<file path="src/rtl/tmrld_pkg.sv">
// shared types, constants and glyph table for the tile map run-length decoder
package tmrld_pkg;

  localparam int BYTE_W       = 8;
  localparam int REPS_W       = 5;
  localparam int CODE_W       = 3;
  localparam int BYTES_READ_W = 24;
  localparam int SKIP_W       = 16;
  localparam int ROW_W        = 8;
  localparam int CFG_INDEX_W  = 8;
  localparam int CFG_DATA_W   = 16;

  localparam int QUEUE_DEPTH  = 4;
  localparam int QUEUE_PTR_W  = $clog2(QUEUE_DEPTH);

  localparam logic [CFG_INDEX_W-1:0] REG_SKIP_COUNT = 8'd0;
  localparam logic [CFG_INDEX_W-1:0] REG_ROW_LENGTH = 8'd1;

  localparam logic [ROW_W-1:0]  ROW_LENGTH_RESET = 8'd64;
  localparam logic [BYTE_W-1:0] NEWLINE_CHAR     = 8'd10;

  typedef enum logic [0:0] {
    CMD_RUN = 1'b0,
    CMD_END = 1'b1
  } cmd_kind_t;

  // one decoded map byte handed from front to back
  typedef struct packed {
    cmd_kind_t                kind;
    logic                     clear_row;
    logic [REPS_W-1:0]        reps;
    logic [CODE_W-1:0]        code;
    logic [BYTES_READ_W-1:0]  tally;
  } cmd_t;

  function automatic logic [BYTE_W-1:0] glyph(input logic [CODE_W-1:0] code);
    logic [BYTE_W-1:0] ch;
    unique case (code)
      3'd0:    ch = 8'h7E; // ~
      3'd1:    ch = 8'h2E; // .
      3'd2:    ch = 8'h2A; // *
      3'd3:    ch = 8'h5E; // ^
      3'd4:    ch = 8'h48; // H
      3'd5:    ch = 8'h74; // t
      3'd6:    ch = 8'h3D; // =
      default: ch = 8'h58; // X
    endcase
    return ch;
  endfunction

endpackage

</file>
<file path="src/rtl/tmrld_front.sv">
// front end: takes map bytes, tracks skip, tally and finished state, queues commands
module tmrld_front #(
  parameter int COUNT_BITS = 24
) (
  input  logic                          clk,
  input  logic                          rst,
  input  logic                          accept,
  input  logic [tmrld_pkg::BYTE_W-1:0]  in_byte,
  input  logic                          first_of_map,
  input  logic [tmrld_pkg::SKIP_W-1:0]  skip_count,
  output logic                          push,
  output tmrld_pkg::cmd_t               push_cmd
);
  import tmrld_pkg::*;

  logic [SKIP_W-1:0]       skip_left, skip_left_next;
  logic                    finished, finished_next;
  logic [COUNT_BITS-1:0]   byte_tally, byte_tally_next;
  logic                    clear_pending, clear_pending_next;

  logic [SKIP_W-1:0]       skip_eff;
  logic                    finished_eff;
  logic [COUNT_BITS-1:0]   tally_eff;
  logic                    clear_eff;
  logic [COUNT_BITS+BYTES_READ_W-1:0] tally_ext;

  always_comb begin
    skip_eff     = first_of_map ? skip_count : skip_left;
    finished_eff = first_of_map ? 1'b0 : finished;
    tally_eff    = first_of_map ? '0 : byte_tally;
    clear_eff    = first_of_map | clear_pending;
    tally_ext    = {{BYTES_READ_W{1'b0}}, tally_eff};

    skip_left_next     = skip_left;
    finished_next      = finished;
    byte_tally_next    = byte_tally;
    clear_pending_next = clear_pending;
    push               = 1'b0;
    push_cmd.kind      = CMD_RUN;
    push_cmd.clear_row = clear_eff;
    push_cmd.reps      = in_byte[BYTE_W-1:CODE_W];
    push_cmd.code      = in_byte[CODE_W-1:0];
    push_cmd.tally     = tally_ext[BYTES_READ_W-1:0];

    if (accept) begin
      skip_left_next     = skip_eff;
      finished_next      = finished_eff;
      byte_tally_next    = tally_eff;
      clear_pending_next = clear_eff;
      if (!finished_eff) begin
        if (skip_eff != '0) begin
          skip_left_next = skip_eff - 1'b1;
        end else if (in_byte == '0) begin
          finished_next      = 1'b1;
          push               = 1'b1;
          push_cmd.kind      = CMD_END;
          clear_pending_next = 1'b0;
        end else begin
          if (tally_eff != {COUNT_BITS{1'b1}}) begin
            byte_tally_next = tally_eff + 1'b1;
          end
          // a zero count is tallied but gives nothing to the back end
          if (in_byte[BYTE_W-1:CODE_W] != '0) begin
            push               = 1'b1;
            clear_pending_next = 1'b0;
          end
        end
      end
    end
  end

  always_ff @(posedge clk) begin
    if (rst) begin
      skip_left     <= '0;
      finished      <= 1'b0;
      byte_tally    <= '0;
      clear_pending <= 1'b0;
    end else begin
      skip_left     <= skip_left_next;
      finished      <= finished_next;
      byte_tally    <= byte_tally_next;
      clear_pending <= clear_pending_next;
    end
  end

endmodule

</file>
<file path="src/rtl/tmrld_fifo.sv">
// short command queue between front and back
module tmrld_fifo (
  input  logic             clk,
  input  logic             rst,
  input  logic             push,
  input  tmrld_pkg::cmd_t  push_cmd,
  output logic             full,
  input  logic             pop,
  output tmrld_pkg::cmd_t  pop_cmd,
  output logic             empty
);
  import tmrld_pkg::*;

  cmd_t                 entries [QUEUE_DEPTH];
  logic [QUEUE_PTR_W-1:0] wr_ptr, rd_ptr;
  logic [QUEUE_PTR_W:0]   fill;

  assign full    = (fill == (QUEUE_PTR_W+1)'(QUEUE_DEPTH));
  assign empty   = (fill == '0);
  assign pop_cmd = entries[rd_ptr];

  always_ff @(posedge clk) begin
    if (push && !full) begin
      entries[wr_ptr] <= push_cmd;
    end
  end

  always_ff @(posedge clk) begin
    if (rst) begin
      wr_ptr <= '0;
      rd_ptr <= '0;
      fill   <= '0;
    end else begin
      if (push && !full) begin
        wr_ptr <= wr_ptr + 1'b1;
      end
      if (pop && !empty) begin
        rd_ptr <= rd_ptr + 1'b1;
      end
      fill <= fill + (QUEUE_PTR_W+1)'(push && !full) - (QUEUE_PTR_W+1)'(pop && !empty);
    end
  end

endmodule

</file>
<file path="src/rtl/tmrld_back.sv">
// back end: expands queued runs into glyphs and newlines, holds the output register
module tmrld_back (
  input  logic                               clk,
  input  logic                               rst,
  input  tmrld_pkg::cmd_t                    cmd,
  input  logic                               cmd_empty,
  output logic                               cmd_pop,
  input  logic [tmrld_pkg::ROW_W-1:0]        row_length,
  output logic                               m_tvalid,
  input  logic                               m_tready,
  output logic [tmrld_pkg::BYTE_W+tmrld_pkg::BYTES_READ_W-1:0] m_tdata,
  output logic                               m_tlast,
  output logic                               m_tuser
);
  import tmrld_pkg::*;

  typedef enum logic [3:0] {
    ST_IDLE    = 4'b0001,
    ST_GLYPH   = 4'b0010,
    ST_NEWLINE = 4'b0100,
    ST_END     = 4'b1000
  } state_t;

  state_t                 state, state_next;
  logic [REPS_W-1:0]      reps, reps_next;
  logic [CODE_W-1:0]      code, code_next;
  logic [BYTES_READ_W-1:0] tally, tally_next;
  logic [ROW_W-1:0]       row_pos, row_pos_next;

  logic                   out_free;
  logic                   load;
  logic [BYTE_W-1:0]      ch_next;
  logic                   last_next;
  logic                   end_next;
  logic [BYTES_READ_W-1:0] count_next;
  logic [ROW_W:0]         pos_inc;
  logic                   wrap;

  assign out_free = !m_tvalid || m_tready;
  assign pos_inc  = {1'b0, row_pos} + 1'b1;
  // a row length of zero wraps after every glyph
  assign wrap     = (pos_inc >= {1'b0, row_length});

  always_comb begin
    state_next   = state;
    reps_next    = reps;
    code_next    = code;
    tally_next   = tally;
    row_pos_next = row_pos;
    cmd_pop      = 1'b0;
    load         = 1'b0;
    ch_next      = '0;
    last_next    = 1'b0;
    end_next     = 1'b0;
    count_next   = '0;

    unique case (state)
      ST_IDLE: begin
        if (!cmd_empty) begin
          cmd_pop    = 1'b1;
          reps_next  = cmd.reps;
          code_next  = cmd.code;
          tally_next = cmd.tally;
          if (cmd.clear_row) begin
            row_pos_next = '0;
          end
          state_next = (cmd.kind == CMD_END) ? ST_END : ST_GLYPH;
        end
      end
      ST_GLYPH: begin
        if (out_free) begin
          load      = 1'b1;
          ch_next   = glyph(code);
          reps_next = reps - 1'b1;
          last_next = (reps == REPS_W'(1)) && !wrap;
          if (wrap) begin
            row_pos_next = '0;
            state_next   = ST_NEWLINE;
          end else begin
            row_pos_next = pos_inc[ROW_W-1:0];
            state_next   = (reps == REPS_W'(1)) ? ST_IDLE : ST_GLYPH;
          end
        end
      end
      ST_NEWLINE: begin
        if (out_free) begin
          load       = 1'b1;
          ch_next    = NEWLINE_CHAR;
          last_next  = (reps == '0);
          state_next = (reps == '0) ? ST_IDLE : ST_GLYPH;
        end
      end
      ST_END: begin
        if (out_free) begin
          load       = 1'b1;
          last_next  = 1'b1;
          end_next   = 1'b1;
          count_next = tally;
          state_next = ST_IDLE;
        end
      end
      default: begin
        state_next = ST_IDLE;
      end
    endcase
  end

  always_ff @(posedge clk) begin
    if (rst) begin
      state    <= ST_IDLE;
      row_pos  <= '0;
      m_tvalid <= 1'b0;
    end else begin
      state   <= state_next;
      row_pos <= row_pos_next;
      if (load) begin
        m_tvalid <= 1'b1;
      end else if (m_tready) begin
        m_tvalid <= 1'b0;
      end
    end
  end

  always_ff @(posedge clk) begin
    reps  <= reps_next;
    code  <= code_next;
    tally <= tally_next;
    if (load) begin
      m_tdata <= {count_next, ch_next};
      m_tlast <= last_next;
      m_tuser <= end_next;
    end
  end

endmodule

</file>
<file path="src/rtl/tile_map_run_length_decoder.sv">
// top level of the tile map run-length decoder: config registers and front/queue/back
// Each map byte is accepted by the front end while the queue has room; the front end
// handles the skip window, the byte tally and the terminator, and passes one command
// per run or end into a four-deep queue. The back end fetches a command and then
// puts out one character per cycle while m_tready does not stall the output;
// skipped bytes, zero counts and bytes after the terminator cost nothing downstream.
// Sustained throughput is set by the back end's one-character-per-cycle output
// register under the same back-pressure. Configuration writes are always taken and
// should be made while the block is idle.
module tile_map_run_length_decoder #(
  parameter int COUNT_BITS = 24
) (
  input  logic        clk,
  input  logic        rst,
  // slave side
  input  logic        s_tvalid,
  output logic        s_tready,
  input  logic [7:0]  s_tdata,    // [7:0] in_byte
  input  logic        s_tuser,    // [0] first_of_map
  // master side
  output logic        m_tvalid,
  input  logic        m_tready,
  output logic [31:0] m_tdata,    // [7:0] out_char, [31:8] bytes_read
  output logic        m_tlast,    // last
  output logic        m_tuser,    // [0] end_of_map
  // configuration writes
  input  logic        cfg_valid,
  output logic        cfg_ready,
  input  logic [7:0]  cfg_index,
  input  logic [15:0] cfg_data
);
  import tmrld_pkg::*;

  logic [SKIP_W-1:0] skip_count;
  logic [ROW_W-1:0]  row_length;

  logic  q_full, q_empty, q_push, q_pop;
  cmd_t  q_push_cmd, q_pop_cmd;
  logic  accept;

  assign cfg_ready = 1'b1;
  assign s_tready  = !q_full;
  assign accept    = s_tvalid && s_tready;

  always_ff @(posedge clk) begin
    if (rst) begin
      skip_count <= '0;
      row_length <= ROW_LENGTH_RESET;
    end else if (cfg_valid && cfg_ready) begin
      if (cfg_index == REG_SKIP_COUNT) begin
        skip_count <= cfg_data[SKIP_W-1:0];
      end else if (cfg_index == REG_ROW_LENGTH) begin
        row_length <= cfg_data[ROW_W-1:0];
      end
    end
  end

  tmrld_front #(
    .COUNT_BITS (COUNT_BITS)
  ) u_front (
    .clk          (clk),
    .rst          (rst),
    .accept       (accept),
    .in_byte      (s_tdata),
    .first_of_map (s_tuser),
    .skip_count   (skip_count),
    .push         (q_push),
    .push_cmd     (q_push_cmd)
  );

  tmrld_fifo u_queue (
    .clk      (clk),
    .rst      (rst),
    .push     (q_push),
    .push_cmd (q_push_cmd),
    .full     (q_full),
    .pop      (q_pop),
    .pop_cmd  (q_pop_cmd),
    .empty    (q_empty)
  );

  tmrld_back u_back (
    .clk        (clk),
    .rst        (rst),
    .cmd        (q_pop_cmd),
    .cmd_empty  (q_empty),
    .cmd_pop    (q_pop),
    .row_length (row_length),
    .m_tvalid   (m_tvalid),
    .m_tready   (m_tready),
    .m_tdata    (m_tdata),
    .m_tlast    (m_tlast),
    .m_tuser    (m_tuser)
  );

endmodule

</file>
<file path="config.mk">
export PLATFORM = sky130hd
export DESIGN_NAME = tile_map_run_length_decoder
export DESIGN_NICKNAME = d
export VERILOG_FILES = /design/src/rtl/tmrld_pkg.sv /design/src/rtl/tmrld_front.sv /design/src/rtl/tmrld_fifo.sv /design/src/rtl/tmrld_back.sv /design/src/rtl/tile_map_run_length_decoder.sv
export SDC_FILE = /design/constraint.sdc
export NUM_CORES = 1
export LEC_CHECK = 0
export ABC_AREA = 1
export BUFFER_PORTS_ARGS = -buffer_cell sky130_fd_sc_hd__buf_2
export CAP_MARGIN = 20
export CORE_ASPECT_RATIO = 1.2
export CORE_MARGIN = 2
export CORE_UTILIZATION = 45
export DETAILED_ROUTE_END_ITERATION = 16
export SKIP_CTS_REPAIR_TIMING = 1
export SYNTH_ARGS = -nofsm -noshare
export SYNTH_HDL_FRONTEND = slang
export SYNTH_SLANG_ARGS = --single-unit
</file>
<file path="constraint.sdc">
create_clock -name clk -period 10.7 [get_ports clk]
set_clock_uncertainty 0.1 [all_clocks]
set_input_delay 0.535 -clock clk [delete_from_list [all_inputs] [get_ports clk]]
set_output_delay 0.535 -clock clk [all_outputs]
set_load 0.1 [all_outputs]
</file>
==> reports/qor.yml <==
logic_synthesis:
  synth_nets: 1436
  synth_seq_cells: 289
  ys_top_cells_by_count: "nor2_1 (227), nand2_1 (210), edfxtp_1 (201)"
  yosysMostFrequentCell: "nor2_1"
  synth_top_cell_by_area: "edfxtp_1"
  netlist_area_um2: 13000
  synth_area_per_cell_um2: 9.41
  synth_top_area_share_pct: 46.6
  ys.flop_type: "edfxtp_1"
  netlist_instances: 1378
  synth_edf_count: 201
  yosysSeqAreaShare_pct: 60.1
  yosysUniqueCellTypes: 47
  ys_warn_count: 0
  synth_area_leaders: "edfxtp_1 (47%), dfxtp_1 (14%), nor2_1 (6.6%)"
  async_flop_share_pct: 0
timing:
  period_needed_ns: 3.45
  tightest_slew_ns: 0.912
  max_freq_mhz: 290
  slew-limit-headroom_pct: 39.1
  rsz0062_at_grt: "false"
  setup_viol: 0
  finalCritPeriodShare_pct: 32.3
  drv_slew: 0
  hold_viol_final: 0
  fin_setup_tns_ns: 0
layout:
  instances_no_fill: 1847
  fin_util_pct: 51.4
  area_delta_synth_final_pct: 13.3
  drive_gt1_share_pct: 11.9
  antenna_cells: 0
  fillers: 2633
  nets: 1498
global_routing:
  grt_pass1_wl_mm: 43.4
  grt-ovfl-total: 0
  grt_pass1_vias: 8890
  grt_max_degree: 70
  grt_usage_pct: 17.5
  antenna_found_initial: 0
detailed_routing:
  drc: 0
  wl_mm: 26.1
  ant_nets: 0
  avgRoutedWirePerCell_um: 14.1
  vias: 9111
  first_pass_iters: 5
  drt_iter0_markers: 526
  viasPerCell: 4.93
worst_setup_path:
  required_ns: 11.02
  slowest_delay_ns: 0.52
  worstSetupStartpointType: "flip-flop"
  crit_family: "simple AND/OR/NAND/NOR gates"
  cp.arrival_ns: 3.77
  crit_chain: "nor2_1 > nand2_1 > nand2_1 > inv_2 > nand2_1 > inv_1 > nand3_2 > inv_1 > ha_1 > inv_1 > fa_1 > o21ai_0 > a21oi_1"
  endpoint_kind: "flip-flop"
  crit_buf_inv: 4
  critPathKind: "flip-flop to flip-flop"
  crit_fanout: 25
  crit_path_top_delay_cell: "inv_2"
placed_design:
  place_congestion: 0.911
  place_inst: 1788
  hpwl_mm: 17.0
  io_buffer_count: 72
clock_tree:
  htreeDepth: 1
  clock_latency_ns: 0.54
  clock-root-buffer: "clkbuf_16"
  cts_tree: "yes"
  clock-sinks: 289
  cts.path.max_buffers: 3
  path_clk_slew_ns: 0.06
  cts_buffers: 29
floorplanning:
  die_area_um2: 30200
  die_h_um: 190
  num_rows: 68
  core_um2: 28600
  start_util_pct: 45.4
  num_io_pins: 75
  dieWidth_um: 159
power:
  ir_worst_vdd_mv: 0.124
  p_leak_nw: 5.90
  pwr_density_cell_nw_per_um2: 211
  power.total_mw: 3.10
flow_run:
  cap_viol_max_count: 0
worst_hold_path:
  hp-class: "input port to flip-flop"
outcome:
  outcome: "finished, final reports clean"
## power by group
| part | switching [mW] | internal (mW) |
|---|---|---|
| Clock | 0.412 | 0.545 |
| Sequential | 0.0442 | 1.34 |
| Combinational | 0.568 | 0.189 |
## layout by cell type, fill, tap and decap left out, drive strengths merged, types with 5 or more instances in the layout
cell type | synthesis | routed
nor2 | 241 | 241
nand2 | 216 | 216
edfxtp | 201 | 201
inv | 192 | 194
o21ai | 133 | 133
dfxtp | 88 | 88
buf | 14 | 86
nand3 | 60 | 60
a21oi | 50 | 50
clkbuf | 41 | 33
o22ai | 32 | 32
ha | 19 | 19
nor3 | 15 | 15
clkinv | 0 | 15
xor2 | 14 | 14
nand4 | 14 | 14
a211oi | 13 | 13
o211ai | 6 | 6
or2 | 5 | 5
## final timing paths
kind | from | endpoint | slack (ns) | cells after the start
min reg2reg | row_length[0]$_SDFFE_PP0P_ | row_length[0]$_SDFFE_PP0P_ | 0.35 | 2
max reg2reg | u_queue.fill[1]$_SDFF_PP0_ | u_queue.fill[2]$_SDFF_PP0_ | 7.25 | 13
min | s_tdata[3] | u_queue.entries[2][27]$_DFFE_PP_ | 0.14 | 1
max | u_queue.fill[1]$_SDFF_PP0_ | u_queue.fill[2]$_SDFF_PP0_ | 7.25 | 13
## registers in the layout, summed over array words and instances (netlist names), 2 cells and up, named ones only
register / cells
u_back.m_tdata: 31
u_back.tally: 24
u_queue.fill: 3
u_front.skip_left: 16
u_front.byte_tally: 24
u_back.state: 4
u_queue.rd_ptr: 2
u_queue.wr_ptr: 2
row_length: 8
u_queue.entries: 136
u_back.code: 3
u_back.reps: 5
u_back.row_pos: 8
skip_count: 16
## worst reg2reg max path: stages (launching register included)
cell	delay [ns]
dfxtp_1	0.42
nor2_1	0.07
nand2_1	0.07
nand2_1	0.35
inv_2	0.52
nand2_1	0.26
inv_1	0.27
nand3_2	0.33
inv_1	0.14
ha_1	0.15
inv_1	0.04
fa_1	0.37
o21ai_0	0.19
a21oi_1	0.05
## kinds of logic after synthesis
family                   count (synthesis)  synth area share [%]
flip-flops                             289                  60.1
adder cells (fa/ha/maj)                 20                  1.99
AND/OR/NAND/NOR                        559                  18.6
other                                    2                0.0579
AO/OA/AOI/OAI                          243                  10.4
XOR/XNOR                                18                  1.22
buffers and inverters                  247                  7.62
## per-layer routing
| metal | wire, µm | track usage (%) | up-vias |
|---|---|---|---|
| met5 | 0 | 0 | - |
| met4 | 448 | 4.90 | 0 |
| met3 | 1100 | 2.51 | 32 |
| met2 | 12900 | 31.7 | 165 |
| met1 | 11600 | 21.9 | 4217 |
| li1 | - | - | 4697 |
## final cells by class
class | count | area, µm² | area share (%)
clock buffers | 33 | 741 | 5.04
inverters | 192 | 726 | 4.94
repair buffers | 86 | 563 | 3.83
flip-flops and latches | 289 | 7800 | 53.1
well taps | 385 | 482 | 3.28
multi-input cells | 842 | 4230 | 28.8
clock inverters | 20 | 155 | 1.06
## stage by stage
step           instance area, µm²  hold WS, ns  worst slack (ns)
4_1_cts                     14500        0.120              6.90
6_report                    14700        0.141              7.25
2_1_floorplan               13000        0.328              6.66
3_3_place_gp                13700        0.349              6.48
5_1_grt                     14700        0.132              6.87
3_5_place_dp                13700        0.345              6.40
No activity file was read; power rests on OpenSTA's default activity.
